`src/rtl/cdas_pkg.sv`:
```
`timescale 1ns / 1ps

package cdas_pkg;

  localparam logic [13:0] YearMin  = 14'd1900;
  localparam logic [13:0] YearMax  = 14'd9999;
  localparam logic [3:0]  MonthJan = 4'd1;
  localparam logic [3:0]  MonthDec = 4'd12;
  localparam logic [4:0]  DayFirst = 5'd1;
  localparam logic [4:0]  DayLast  = 5'd31;

  // Multiplicative inverse of 25 modulo 2^14. A year is a multiple of 25
  // exactly when its product with the inverse wraps to at most (2^14-1)/25.
  localparam logic [13:0] Inv25    = 14'd7209;
  localparam logic [13:0] Div25Max = 14'd655;

  typedef enum logic [1:0] {
    FUNC_SET = 2'd0,
    FUNC_ADD = 2'd1,
    FUNC_SUB = 2'd2
  } func_e;

  typedef enum logic [1:0] {
    ST_IDLE,
    ST_FWD,
    ST_BACK,
    ST_FIN
  } state_e;

  typedef struct packed {
    logic load_set;
    logic start_fwd;
    logic start_back;
    logic clear_flag;
    logic step_fwd;
    logic step_back;
    logic emit;
  } cmd_t;

  typedef struct packed {
    logic fwd_done;
    logic back_done;
  } sts_t;

  function automatic logic is_leap(input logic [13:0] y);
    logic [27:0] prod;
    logic        div25;
    logic        div4;
    logic        div16;
    prod  = {14'd0, y} * {14'd0, Inv25};
    div25 = (prod[13:0] <= Div25Max);
    div4  = (y[1:0] == 2'd0);
    div16 = (y[3:0] == 4'd0);
    return (div4 && !div25) || (div16 && div25);
  endfunction

  // Days in month m of year y; zero for a month outside 1 to 12.
  function automatic logic [4:0] month_len(input logic [3:0] m, input logic [13:0] y);
    logic [4:0] len;
    case (m)
      4'd2: len = is_leap(y) ? 5'd29 : 5'd28;
      4'd4, 4'd6, 4'd9, 4'd11: len = 5'd30;
      4'd1, 4'd3, 4'd5, 4'd7, 4'd8, 4'd10, 4'd12: len = 5'd31;
      default: len = 5'd0;
    endcase
    return len;
  endfunction

endpackage

```
`src/rtl/cdas_if.sv`:
```
`timescale 1ns / 1ps

interface cdas_req_if;
  logic        valid;
  logic        ready;
  logic [1:0]  func;
  logic [11:0] day_count;
  logic [13:0] set_year;
  logic [3:0]  set_month;
  logic [4:0]  set_day;

  modport source (output valid, func, day_count, set_year, set_month, set_day,
                  input ready);
  modport sink (input valid, func, day_count, set_year, set_month, set_day,
                output ready);
endinterface

interface cdas_rsp_if;
  logic        valid;
  logic        ready;
  logic [13:0] cur_year;
  logic [3:0]  cur_month;
  logic [4:0]  cur_day;
  logic        fixed_up;

  modport source (output valid, cur_year, cur_month, cur_day, fixed_up,
                  input ready);
  modport sink (input valid, cur_year, cur_month, cur_day, fixed_up,
                output ready);
endinterface

```
`src/rtl/cdas_ctrl.sv`:
```
`timescale 1ns / 1ps

module cdas_ctrl (
  input  logic          clk_i,
  input  logic          rst_ni,
  input  logic          req_valid_i,
  input  logic [1:0]    req_func_i,
  output logic          req_ready_o,
  output logic          rsp_valid_o,
  input  logic          rsp_ready_i,
  output cdas_pkg::cmd_t cmd_o,
  input  cdas_pkg::sts_t sts_i
);

  cdas_pkg::state_e state_q, state_d;
  logic             out_valid_q, out_valid_d;
  logic             req_fire;
  logic             out_free;

  assign req_ready_o = (state_q == cdas_pkg::ST_IDLE);
  assign req_fire    = req_valid_i && req_ready_o;
  assign out_free    = !out_valid_q || rsp_ready_i;
  assign rsp_valid_o = out_valid_q;

  always_comb begin
    state_d = state_q;
    case (state_q)
      cdas_pkg::ST_IDLE: begin
        if (req_fire) begin
          case (cdas_pkg::func_e'(req_func_i))
            cdas_pkg::FUNC_ADD: state_d = cdas_pkg::ST_FWD;
            cdas_pkg::FUNC_SUB: state_d = cdas_pkg::ST_BACK;
            default:            state_d = cdas_pkg::ST_FIN;
          endcase
        end
      end
      cdas_pkg::ST_FWD: begin
        if (sts_i.fwd_done) state_d = cdas_pkg::ST_FIN;
      end
      cdas_pkg::ST_BACK: begin
        if (sts_i.back_done) state_d = cdas_pkg::ST_FIN;
      end
      cdas_pkg::ST_FIN: begin
        if (out_free) state_d = cdas_pkg::ST_IDLE;
      end
      default: state_d = cdas_pkg::ST_IDLE;
    endcase
  end

  always_comb begin
    cmd_o = '0;
    case (state_q)
      cdas_pkg::ST_IDLE: begin
        if (req_fire) begin
          case (cdas_pkg::func_e'(req_func_i))
            cdas_pkg::FUNC_SET: cmd_o.load_set   = 1'b1;
            cdas_pkg::FUNC_ADD: cmd_o.start_fwd  = 1'b1;
            cdas_pkg::FUNC_SUB: cmd_o.start_back = 1'b1;
            default:            cmd_o.clear_flag = 1'b1;
          endcase
        end
      end
      cdas_pkg::ST_FWD:  cmd_o.step_fwd  = !sts_i.fwd_done;
      cdas_pkg::ST_BACK: cmd_o.step_back = !sts_i.back_done;
      cdas_pkg::ST_FIN:  cmd_o.emit      = out_free;
      default: cmd_o = '0;
    endcase
  end

  always_comb begin
    out_valid_d = out_valid_q;
    if (cmd_o.emit) begin
      out_valid_d = 1'b1;
    end else if (rsp_ready_i) begin
      out_valid_d = 1'b0;
    end
  end

  always_ff @(posedge clk_i or negedge rst_ni) begin
    if (!rst_ni) begin
      state_q     <= cdas_pkg::ST_IDLE;
      out_valid_q <= 1'b0;
    end else begin
      state_q     <= state_d;
      out_valid_q <= out_valid_d;
    end
  end

`ifndef SYNTHESIS
  a_fire_leaves_idle: assert property (@(posedge clk_i) disable iff (!rst_ni)
    req_fire |=> (state_q != cdas_pkg::ST_IDLE))
    else $error("accepted request did not start work");

  a_one_command: assert property (@(posedge clk_i) disable iff (!rst_ni)
    $onehot0(cmd_o))
    else $error("more than one datapath command at once");

  a_emit_shows: assert property (@(posedge clk_i) disable iff (!rst_ni)
    cmd_o.emit |=> rsp_valid_o)
    else $error("emitted result not presented");
`endif

endmodule

```
`src/rtl/cdas_dp.sv`:
```
`timescale 1ns / 1ps

module cdas_dp (
  input  logic           clk_i,
  input  logic           rst_ni,
  input  cdas_pkg::cmd_t cmd_i,
  output cdas_pkg::sts_t sts_o,
  input  logic [11:0]    day_count_i,
  input  logic [13:0]    set_year_i,
  input  logic [3:0]     set_month_i,
  input  logic [4:0]     set_day_i,
  output logic [13:0]    cur_year_o,
  output logic [3:0]     cur_month_o,
  output logic [4:0]     cur_day_o,
  output logic           fixed_up_o
);

  // Held date; the day is signed and wide so it can carry the running
  // day offset while a move walks month by month.
  logic [13:0]        y_q, y_d;
  logic [3:0]         m_q, m_d;
  logic signed [13:0] d_q, d_d;
  logic               flag_q, flag_d;

  logic [13:0] oy_q;
  logic [3:0]  om_q;
  logic [4:0]  od_q;
  logic        of_q;

  logic [4:0]         len_cur;
  logic [3:0]         m_prev;
  logic [13:0]        y_prev;
  logic [4:0]         len_prev;
  logic [4:0]         len_set;
  logic               set_bad;
  logic signed [13:0] len_cur_s;
  logic signed [13:0] len_prev_s;

  assign len_cur    = cdas_pkg::month_len(m_q, y_q);
  assign len_cur_s  = $signed({9'd0, len_cur});
  assign m_prev     = (m_q == cdas_pkg::MonthJan) ? cdas_pkg::MonthDec : m_q - 4'd1;
  assign y_prev     = (m_q == cdas_pkg::MonthJan) ? y_q - 14'd1 : y_q;
  assign len_prev   = cdas_pkg::month_len(m_prev, y_prev);
  assign len_prev_s = $signed({9'd0, len_prev});
  assign len_set    = cdas_pkg::month_len(set_month_i, set_year_i);
  assign set_bad    = (set_year_i < cdas_pkg::YearMin) || (set_year_i > cdas_pkg::YearMax) ||
                      (len_set == 5'd0) || (set_day_i == 5'd0) || (set_day_i > len_set);

  assign sts_o.fwd_done  = (d_q <= len_cur_s);
  assign sts_o.back_done = (d_q >= 14'sd1);

  always_comb begin
    y_d    = y_q;
    m_d    = m_q;
    d_d    = d_q;
    flag_d = flag_q;
    if (cmd_i.load_set) begin
      if (set_bad) begin
        y_d    = cdas_pkg::YearMin;
        m_d    = cdas_pkg::MonthJan;
        d_d    = $signed({9'd0, cdas_pkg::DayFirst});
        flag_d = 1'b1;
      end else begin
        y_d    = set_year_i;
        m_d    = set_month_i;
        d_d    = $signed({9'd0, set_day_i});
        flag_d = 1'b0;
      end
    end else if (cmd_i.start_fwd) begin
      d_d    = d_q + $signed({2'b00, day_count_i});
      flag_d = 1'b0;
    end else if (cmd_i.start_back) begin
      d_d    = d_q - $signed({2'b00, day_count_i});
      flag_d = 1'b0;
    end else if (cmd_i.clear_flag) begin
      flag_d = 1'b0;
    end else if (cmd_i.step_fwd) begin
      if (m_q == cdas_pkg::MonthDec) begin
        if (y_q == cdas_pkg::YearMax) begin
          // Walking past the last supported year pins the date there.
          m_d    = cdas_pkg::MonthDec;
          d_d    = $signed({9'd0, cdas_pkg::DayLast});
          flag_d = 1'b1;
        end else begin
          y_d = y_q + 14'd1;
          m_d = cdas_pkg::MonthJan;
          d_d = d_q - len_cur_s;
        end
      end else begin
        m_d = m_q + 4'd1;
        d_d = d_q - len_cur_s;
      end
    end else if (cmd_i.step_back) begin
      if ((m_q == cdas_pkg::MonthJan) && (y_q == cdas_pkg::YearMin)) begin
        // Walking before the first supported day pins the date there.
        d_d    = $signed({9'd0, cdas_pkg::DayFirst});
        flag_d = 1'b1;
      end else begin
        y_d = y_prev;
        m_d = m_prev;
        d_d = d_q + len_prev_s;
      end
    end
  end

  always_ff @(posedge clk_i or negedge rst_ni) begin
    if (!rst_ni) begin
      y_q    <= cdas_pkg::YearMin;
      m_q    <= cdas_pkg::MonthJan;
      d_q    <= $signed({9'd0, cdas_pkg::DayFirst});
      flag_q <= 1'b0;
    end else begin
      y_q    <= y_d;
      m_q    <= m_d;
      d_q    <= d_d;
      flag_q <= flag_d;
    end
  end

  always_ff @(posedge clk_i) begin
    if (cmd_i.emit) begin
      oy_q <= y_q;
      om_q <= m_q;
      od_q <= d_q[4:0];
      of_q <= flag_q;
    end
  end

  assign cur_year_o  = oy_q;
  assign cur_month_o = om_q;
  assign cur_day_o   = od_q;
  assign fixed_up_o  = of_q;

`ifndef SYNTHESIS
  a_emit_day_range: assert property (@(posedge clk_i) disable iff (!rst_ni)
    cmd_i.emit |-> ((d_q >= 14'sd1) && (d_q <= 14'sd31)))
    else $error("result day outside 1 to 31");

  a_held_month_year: assert property (@(posedge clk_i) disable iff (!rst_ni)
    (m_q >= cdas_pkg::MonthJan) && (m_q <= cdas_pkg::MonthDec) &&
    (y_q >= cdas_pkg::YearMin) && (y_q <= cdas_pkg::YearMax))
    else $error("held month or year out of range");
`endif

endmodule

```
`src/rtl/calendar_date_add_subtract_days_top.sv`:
```
`timescale 1ns / 1ps
// A set request, or one with the unused function code, needs no walk; an add or
// subtract first walks the held date one month per cycle until the day fits its month.
// One request is worked on at a time, and its result waits in the output register until taken.
// Reset (asynchronous, active low) holds 1900-1-1 and leaves no result pending.

module calendar_date_add_subtract_days_top (
  input  logic          clk_i,
  input  logic          rst_ni,
  cdas_req_if.sink      req_i,
  cdas_rsp_if.source    rsp_o
);

  // The controller owns the handshakes and sequencing; the datapath owns the held
  // date, the month-length lookup and the result register.
  cdas_pkg::cmd_t cmd;
  cdas_pkg::sts_t sts;

  // The controller takes a new request only when idle. While a result is still
  // waiting in the output register, the next request can be accepted and walked;
  // it only stalls in its final state until the output register frees up.
  cdas_ctrl u_ctrl (
    .clk_i       (clk_i),
    .rst_ni      (rst_ni),
    .req_valid_i (req_i.valid),
    .req_func_i  (req_i.func),
    .req_ready_o (req_i.ready),
    .rsp_valid_o (rsp_o.valid),
    .rsp_ready_i (rsp_o.ready),
    .cmd_o       (cmd),
    .sts_i       (sts)
  );

  // On an add or subtract the datapath applies the day count to the held day in the accept
  // cycle and then moves one month per step until the day fits its month, clamping at the
  // ends of the supported range. Request fields are used only in the accept cycle.
  cdas_dp u_dp (
    .clk_i       (clk_i),
    .rst_ni      (rst_ni),
    .cmd_i       (cmd),
    .sts_o       (sts),
    .day_count_i (req_i.day_count),
    .set_year_i  (req_i.set_year),
    .set_month_i (req_i.set_month),
    .set_day_i   (req_i.set_day),
    .cur_year_o  (rsp_o.cur_year),
    .cur_month_o (rsp_o.cur_month),
    .cur_day_o   (rsp_o.cur_day),
    .fixed_up_o  (rsp_o.fixed_up)
  );

endmodule

```
`src/flat_wrapper.sv`:
```
// flat-port wrapper written by rule: the top's interface ports become plain ports
module calendar_date_add_subtract_days_top_flat 
  (clk_i, rst_ni, req_i_valid, req_i_func, req_i_day_count, req_i_set_year, req_i_set_month, req_i_set_day, req_i_ready, rsp_o_valid, rsp_o_cur_year, rsp_o_cur_month, rsp_o_cur_day, rsp_o_fixed_up, rsp_o_ready);
  cdas_req_if req_i_i ();
  cdas_rsp_if rsp_o_i ();
  input  logic clk_i;
  input  logic rst_ni;
  input wire logic [$bits(req_i_i.valid)-1:0] req_i_valid;
  input wire logic [$bits(req_i_i.func)-1:0] req_i_func;
  input wire logic [$bits(req_i_i.day_count)-1:0] req_i_day_count;
  input wire logic [$bits(req_i_i.set_year)-1:0] req_i_set_year;
  input wire logic [$bits(req_i_i.set_month)-1:0] req_i_set_month;
  input wire logic [$bits(req_i_i.set_day)-1:0] req_i_set_day;
  output wire logic [$bits(req_i_i.ready)-1:0] req_i_ready;
  output wire logic [$bits(rsp_o_i.valid)-1:0] rsp_o_valid;
  output wire logic [$bits(rsp_o_i.cur_year)-1:0] rsp_o_cur_year;
  output wire logic [$bits(rsp_o_i.cur_month)-1:0] rsp_o_cur_month;
  output wire logic [$bits(rsp_o_i.cur_day)-1:0] rsp_o_cur_day;
  output wire logic [$bits(rsp_o_i.fixed_up)-1:0] rsp_o_fixed_up;
  input wire logic [$bits(rsp_o_i.ready)-1:0] rsp_o_ready;
  assign req_i_i.valid = req_i_valid;
  assign req_i_i.func = req_i_func;
  assign req_i_i.day_count = req_i_day_count;
  assign req_i_i.set_year = req_i_set_year;
  assign req_i_i.set_month = req_i_set_month;
  assign req_i_i.set_day = req_i_set_day;
  assign req_i_ready = req_i_i.ready;
  assign rsp_o_valid = rsp_o_i.valid;
  assign rsp_o_cur_year = rsp_o_i.cur_year;
  assign rsp_o_cur_month = rsp_o_i.cur_month;
  assign rsp_o_cur_day = rsp_o_i.cur_day;
  assign rsp_o_fixed_up = rsp_o_i.fixed_up;
  assign rsp_o_i.ready = rsp_o_ready;
  calendar_date_add_subtract_days_top u_core (.clk_i(clk_i), .rst_ni(rst_ni), .req_i(req_i_i), .rsp_o(rsp_o_i));
endmodule
```
`config.mk`:
```
export PLATFORM = sky130hd
export DESIGN_NAME = calendar_date_add_subtract_days_top_flat
export DESIGN_NICKNAME = d
export VERILOG_FILES = /design/src/rtl/cdas_pkg.sv /design/src/rtl/cdas_if.sv /design/src/rtl/cdas_ctrl.sv /design/src/rtl/cdas_dp.sv /design/src/rtl/calendar_date_add_subtract_days_top.sv /design/src/flat_wrapper.sv
export SDC_FILE = /design/constraint.sdc
export NUM_CORES = 1
export LEC_CHECK = 0
export BUFFER_PORTS_ARGS = -buffer_cell sky130_fd_sc_hd__buf_4
export CAP_MARGIN = 10
export CORE_UTILIZATION = 55
export CTS_CLUSTER_SIZE = 28
export DETAILED_ROUTE_END_ITERATION = 8
export MAX_ROUTING_LAYER = met4
export PLACE_DENSITY_LB_ADDON = 0.12
export SLEW_MARGIN = 20
export SYNTH_ARGS = -nofsm -noshare
export SYNTH_HDL_FRONTEND = slang
export SYNTH_SLANG_ARGS = --single-unit
```
`constraint.sdc`:
```
create_clock -name clk_i -period 13 [get_ports clk_i]
set_clock_uncertainty 0.2 [all_clocks]
set_input_delay 0.65 -clock clk_i [delete_from_list [all_inputs] [get_ports clk_i]]
set_output_delay 0.65 -clock clk_i [all_outputs]
set_load 0.02 [all_outputs]
```
==> metrics.txt, run 1 <==
outcome=finished clean; per-cell via count in the routed design=6.04; Top cell by count, worst path=sky130_fd_sc_hd__xnor2_1; startpoint type of the worst setup path=flip-flop; R2R Path End=u_core.u_dp.d_q[10]; Setup TNS Final=0 ns; flops & latches, synth=60; number of synthesized flops with an enable pin=24; Final GP Congestion=0.948; placeable core region=16700 sq um; slew at the pin with the worst max-slew slack=1.04 ns; final setup fails=0; count of H-tree levels built during CTS=3; RSZ-0062 raised after global routing=no; FF-to-FF Start=u_core.u_dp.m_q[1]; Site Rows=47; cell count after synthesis=1135; max-slew violation count=0; number of placed I/O pins=67; clock-pin slew on the worst setup and hold paths=0.06 ns; crit end category=flip-flop; total die area=17700 sq um; hold-fix buffer count after cts=0; CTS tree=yes; All-Layer GR Usage=29.9%; cells on worst reg2reg path=32; Crit Path Class=reg2reg; maximum number of pins on one net before global-route repair=37; Req. time, crit path=13.03 ns; DP Wirelength=19000 um; portion of the clock cycle consumed by the worst path in the final layout=66.9%; DRC viols=0; largest fanout on the critical path=12; achievable frequency=115 MHz; worst reg2reg setup slack=4.30 ns; number of distinct library cells after synthesis=79; clock latency reported for the late side of the worst-skew pair=0.35 ns; x dimension of the die=133 um; global-route wire length before repair=40600 um; drt pass-1 iters=5; CP max stage delay=0.55 ns; Synth Flop Type=sky130_fd_sc_hd__dfrtp_1; via count of the first global-routing pass=7832; fillers=1527; slowest CP cell=sky130_fd_sc_hd__nor3b_2; number of post-CTS setup repair buffers=0; endpoint arrival time on the critical path=8.73 ns; Final Critical Period=8.70 ns; Mapped Area=9460 sq um; most common cell after layout, fill and taps aside=sky130_fd_sc_hd__ha_1; Synth async-reset ratio=60.0%; number of nets still failing antenna checks after routing=0; class of the tightest hold or removal check=in2async; Fin. Hold Viols=0; initial antenna violation count=0; sequential share of the synthesized area=17.3%; Post-Route WL=24600 um; diodes inserted=0; clock tree root buffer cell=sky130_fd_sc_hd__clkbuf_16; average detailed-routed wire length per instance=17.6 um; number of violations of the max-capacitance limit=0; synthesized net count=1381; ratio of cells with drive above 1 in the final layout=9.86%; leading cell types in the layout, fill and taps excluded=sky130_fd_sc_hd__ha_1 (168), sky130_fd_sc_hd__inv_1 (156), sky130_fd_sc_hd__nor2_1 (80); synth warn=0; Detailed Route Iter0 Violations=759; Resized cells post-CTS=0; relative slew slack=30.8%; per-instance average area after synthesis=8.33 sq um; Syn-to-layout area delta=9.88%; die boundary height=133 um; buffers from clock root to sink, at most=2; Port-buffer cells=66; Initial Utilization=56.6%; count of nets after finishing=1418; total number of clock tree sinks=60; vias after detailed routing=8436; total overflow reported by the global router=0; cts bufs inserted=9
==> critical path, delay by kind of cell (launching register included) <==
kind	cells	cell delay (ns)
AO/OA/AOI/OAI	5	1.04
XOR/XNOR	7	1.68
adder cells (fa/ha/maj)	7	2.40
buffers and inverters	4	0.38
flip-flops	1	0.50
AND/OR/NAND/NOR	9	2.37
==> final cells by class <==
| type | count | area [sq um] | area share (%) |
|---|---|---|---|
| Sequential cell | 60 | 1630 | 15.7 |
| Inverter | 157 | 589 | 5.67 |
| Timing Repair Buffer | 73 | 548 | 5.27 |
| Clock buffer | 9 | 225 | 2.17 |
| Multi-Input combinational cell | 871 | 7060 | 67.9 |
| Clock inverter | 7 | 67.6 | 0.650 |
| Tap cell | 220 | 275 | 2.65 |
==> registers in the layout, summed over array words and instances (netlist names) <==
register and cells:
u_core.u_dp.cur_year_o 14, u_core.u_dp.y_q 14, u_core.u_dp.cur_day_o 5, u_core.u_ctrl.state_q 2, u_core.u_ctrl.rsp_valid_o 1, u_core.u_dp.fixed_up_o 1, u_core.u_dp.d_q 14, u_core.u_dp.cur_month_o 4
u_core.u_dp.flag_q 1, u_core.u_dp.m_q 4
==> synth_stat cells, types with 5 or more instances <==
cell | count | share of area (%)
sky130_fd_sc_hd__o22ai_1 | 13 | 0.86
sky130_fd_sc_hd__and2_1 | 9 | 0.60
sky130_fd_sc_hd__xnor2_1 | 54 | 5.0
sky130_fd_sc_hd__a2bb2oi_1 | 8 | 0.74
sky130_fd_sc_hd__o2bb2ai_1 | 5 | 0.46
sky130_fd_sc_hd__o221ai_1 | 7 | 0.65
sky130_fd_sc_hd__o21ai_0 | 54 | 2.9
sky130_fd_sc_hd__a21o_1 | 13 | 1.0
sky130_fd_sc_hd__o21bai_1 | 10 | 0.79
sky130_fd_sc_hd__o211ai_1 | 9 | 0.71
sky130_fd_sc_hd__nand2_1 | 68 | 2.7
sky130_fd_sc_hd__clkbuf_1 | 40 | 1.6
sky130_fd_sc_hd__a31oi_1 | 13 | 0.86
sky130_fd_sc_hd__xor2_1 | 20 | 1.9
sky130_fd_sc_hd__a211oi_1 | 6 | 0.48
sky130_fd_sc_hd__nand2b_1 | 15 | 0.99
sky130_fd_sc_hd__edfxtp_1 | 24 | 7.6
sky130_fd_sc_hd__and3_1 | 10 | 0.66
sky130_fd_sc_hd__nand4_1 | 9 | 0.60
sky130_fd_sc_hd__nand3_1 | 16 | 0.85
sky130_fd_sc_hd__dfstp_2 | 9 | 2.5
sky130_fd_sc_hd__a221oi_1 | 8 | 0.74
sky130_fd_sc_hd__nor2_1 | 80 | 3.2
sky130_fd_sc_hd__a21oi_1 | 70 | 3.7
sky130_fd_sc_hd__ha_1 | 168 | 22
sky130_fd_sc_hd__fa_1 | 37 | 7.8
sky130_fd_sc_hd__mux2i_1 | 5 | 0.53
sky130_fd_sc_hd__o21a_1 | 7 | 0.56
sky130_fd_sc_hd__inv_1 | 156 | 6.2
sky130_fd_sc_hd__nor4_1 | 14 | 0.93
sky130_fd_sc_hd__or3_1 | 9 | 0.60
sky130_fd_sc_hd__nor3_1 | 20 | 1.1
sky130_fd_sc_hd__o31ai_1 | 7 | 0.56
sky130_fd_sc_hd__nor2b_1 | 18 | 1.2
sky130_fd_sc_hd__dfrtp_1 | 27 | 7.1
==> how the worst max path moves through the flow <==
| stage | from | endpoint | slack, ns |
|---|---|---|---|
| after floorplan | u_core.u_dp.m_q[0] | u_core.u_dp.d_q[10] | 5.18 |
| final | u_core.u_dp.m_q[1] | u_core.u_dp.d_q[10] | 4.30 |
| after global placement | u_core.u_dp.m_q[1] | u_core.u_dp.d_q[10] | 4.69 |
| after global routing | u_core.u_dp.m_q[1] | u_core.u_dp.d_q[10] | 3.69 |
| after CTS | u_core.u_dp.m_q[1] | u_core.u_dp.d_q[10] | 4.42 |
| after detailed placement | u_core.u_dp.m_q[1] | u_core.u_dp.d_q[10] | 4.46 |
==> per-stage QoR <==
step / instances / cell area, sq um / worst slack (ns) / hold WS, ns / util, %
after global placement: 1381 / 10100 / 4.69 / 0.242 / 60.5
after floorplan: 1135 / 9460 / 5.18 / 0.154 / -
final: 1397 / 10400 / 4.30 / 0.0974 / 62.2
after detailed placement: 1381 / 10100 / 4.46 / 0.242 / 60.5
after CTS: 1397 / 10400 / 4.42 / 0.0993 / 62.2
after global routing: 1397 / 10400 / 3.69 / 0.124 / 62.2
==> per-layer routing <==
metal | track usage, % | part of all wire [%]
met1 | 43.3 | 48
met4 | 7.20 | 1.6
met3 | 5.14 | 7.8
met2 | 43.2 | 42
met5 | - | 0
==> kinds of logic after synthesis <==
| logic type | Yosys count | share of synthesized area, % |
|---|---|---|
| flip-flops | 60 | 17.3 |
| AO/OA/AOI/OAI | 291 | 20.8 |
| adder cells (fa/ha/maj) | 205 | 30.1 |
| XOR/XNOR | 77 | 7.50 |
| AND/OR/NAND/NOR | 291 | 15.4 |
| buffers and inverters | 204 | 8.21 |
| multiplexers | 7 | 0.767 |
Power of run 1 is left out: the tool's default activity adds up to more than one toggle a clock period on the data nets, which glitch-free logic cannot reach.
==> run 2: changes to the inputs <==
- clock period: 13 -> 7.15 ns (I/O delays scaled with it)
==> run 2 against run 1 <==
The run now ends with negative setup slack left. Flip-flop and latch count unchanged. Worst setup slack lost 4.3 ns. Global-route usage grew 0.97 points. Register-to-register slack got worse by 4.3 ns. Final cell count rose by 4.1%. Via count increased by 4.3%. Non-clock buffer count grew 57. Critical path depth up 2. Core utilization up 4.6 points. Critical path type unchanged.
==> metrics.txt, run 2 (synthesis results as in run 1) <==
outcome=complete, but fails checks; violated checks=negative setup slack; Final Critical Period=7.19 ns (-1.50 ns); final setup fails=2 (+2); least setup slack across all paths after layout=-0.0425 ns (-4.35 ns); leading cell types in the layout, fill and taps excluded=sky130_fd_sc_hd__ha_1 (162), sky130_fd_sc_hd__inv_1 (150), sky130_fd_sc_hd__buf_4 (127); Placed Instances=1423 (+3.0%); per-cell via count in the routed design=6.05 (+0.17%); CP max stage delay=0.55 ns (about the same); portion of the clock cycle consumed by the worst path in the final layout=101% (+34 points); diodes inserted=0 (unchanged); worst reg2reg setup slack=-0.04 ns (-4.35 ns); All-Layer GR Usage=30.9% (+0.97 points); clock tree root buffer cell=sky130_fd_sc_hd__clkbuf_16; most common cell after layout, fill and taps aside=sky130_fd_sc_hd__ha_1; number of nets still failing antenna checks after routing=0 (unchanged); total overflow reported by the global router=0 (unchanged); total length of routed met2 wires=12000 um (+15%); Site Rows=47 (unchanged); Detailed Route Iter0 Violations=607 (-20%); via count of the first global-routing pass=8319 (+6.2%); Final GP Congestion=0.912 (-3.7%); crit path launch=u_core.u_dp.m_q[0]; largest fanout on the critical path=4 (-8); number of violations of the max-capacitance limit=0 (unchanged); maximum number of pins on one net before global-route repair=37 (unchanged); Port-buffer cells=66 (unchanged); class of the tightest hold or removal check=in2reg; Fin. Hold Viols=0 (unchanged); crit end category=flip-flop; CTS tree=yes; ratio of cells with drive above 1 in the final layout=17.7% (+7.8 points); max-slew violation count=0 (unchanged); endpoint arrival time on the critical path=7.23 ns (-1.50 ns); DRC viols=0 (unchanged); slew at the pin with the worst max-slew slack=0.999 ns (-0.0391 ns); Syn-to-layout area delta=18.0%; clock-pin slew on the worst setup and hold paths=0.06 ns (about the same); Initial Utilization=56.6% (unchanged); count of nets after finishing=1475 (+4.0%); DP Wirelength=20100 um (+5.8%); total number of clock tree sinks=60 (unchanged); total met3 wirelength after detailed routing=1560 um (-19%); slowest CP cell=sky130_fd_sc_hd__dfstp_2; routed metal-1 wire length=11900 um (about the same); drt pass-1 iters=5 (unchanged); count of H-tree levels built during CTS=3 (unchanged); clock latency reported for the late side of the worst-skew pair=0.35 ns (about the same); buffers from clock root to sink, at most=2 (unchanged); cts bufs inserted=9 (unchanged); top layer reached by signal wires=met4; startpoint type of the worst setup path=flip-flop; FF-to-FF Start=u_core.u_dp.m_q[0]; origin of the worst min-delay path=rsp_o_ready; placeable core region=16700 sq um (unchanged); Post-Route WL=26100 um (+5.9%); Req. time, crit path=7.19 ns (-5.84 ns); Crit Path Class=reg2reg; number of placed I/O pins=67 (unchanged); initial antenna violation count=0 (unchanged); vias after detailed routing=8795 (+4.3%); average detailed-routed wire length per instance=17.9 um (+1.7%); die boundary height=133 um (unchanged); achievable frequency=139 MHz (+21%); RSZ-0062 raised after global routing=yes; global-route wire length before repair=42200 um (+3.7%); x dimension of the die=133 um (unchanged); final standard cell count with taps included and fillers excluded=1454 (+4.1%); relative slew slack=33.4% (+2.6 points); total die area=17700 sq um (unchanged)
-- run 2: cell type report --
class	count	area (sq um)
clock buffers	10	239
clock inverters	6	86.3
fillers	1448	5540
inverters	157	589
multi-input cells	871	7350
flip-flops and latches	60	1630
well taps	220	275
repair buffers	130	995
-- run 2: path summary, 6_finish.rpt --
path / cells past startpoint / endpoint
worst max-delay path: 34 / u_core.u_dp.d_q[12]
min in group asynchronous: 2 / u_core.u_dp.y_q[0]
worst min register to register: 0 / u_core.u_dp.fixed_up_o
max in group asynchronous: 2 / u_core.u_dp.d_q[2]
worst max register to register: 34 / u_core.u_dp.d_q[12]
worst min-delay path: 3 / u_core.u_ctrl.rsp_valid_o
-- run 2: timing repair --
item,CTS,global route
hold buffers,1,0
setup endpoints to repair,3,11
resized for setup,10,40
buffers inserted,7,7
endpoints found under the hold margin,27,0
cloned,0,0
pin swaps,18,37
-- run 2: through the flow --
step                      area (sq um)  hold slack (ns)  setup WS [ns]  TNS [ns]  utilization, %
after floorplan                   9550           -0.138        0.00265         0               -
after global placement           10500            0.176         0.0974         0            63.0
after detailed placement         10500            0.182        -0.0557    -0.100            63.0
after CTS                        11000            0.108        -0.0457   -0.0457            65.6
after global routing             11200            0.139         -0.352     -1.74            66.8
final                            11200            0.105        -0.0425   -0.0784            66.8
-- run 2: metal layers --
layer | GRT usage (%) | vias to the layer above
li1 | - | 4214
met1 | 41.6 | 4226
met2 | 49.0 | 301
met3 | 2.82 | 54
met4 | 10.2 | 0
met5 | - | -
-- run 2: worst max-delay path: cells and delay by family (launching register included) --
family / cells / cell delay (ns)
AO/OA/AOI/OAI: 8 / 1.26
adder cells (fa/ha/maj): 7 / 2.01
flip-flops: 1 / 0.55
buffers and inverters: 4 / 0.30
XOR/XNOR: 4 / 0.59
AND/OR/NAND/NOR: 11 / 2.17
Power of run 2 is left out for the same reason.
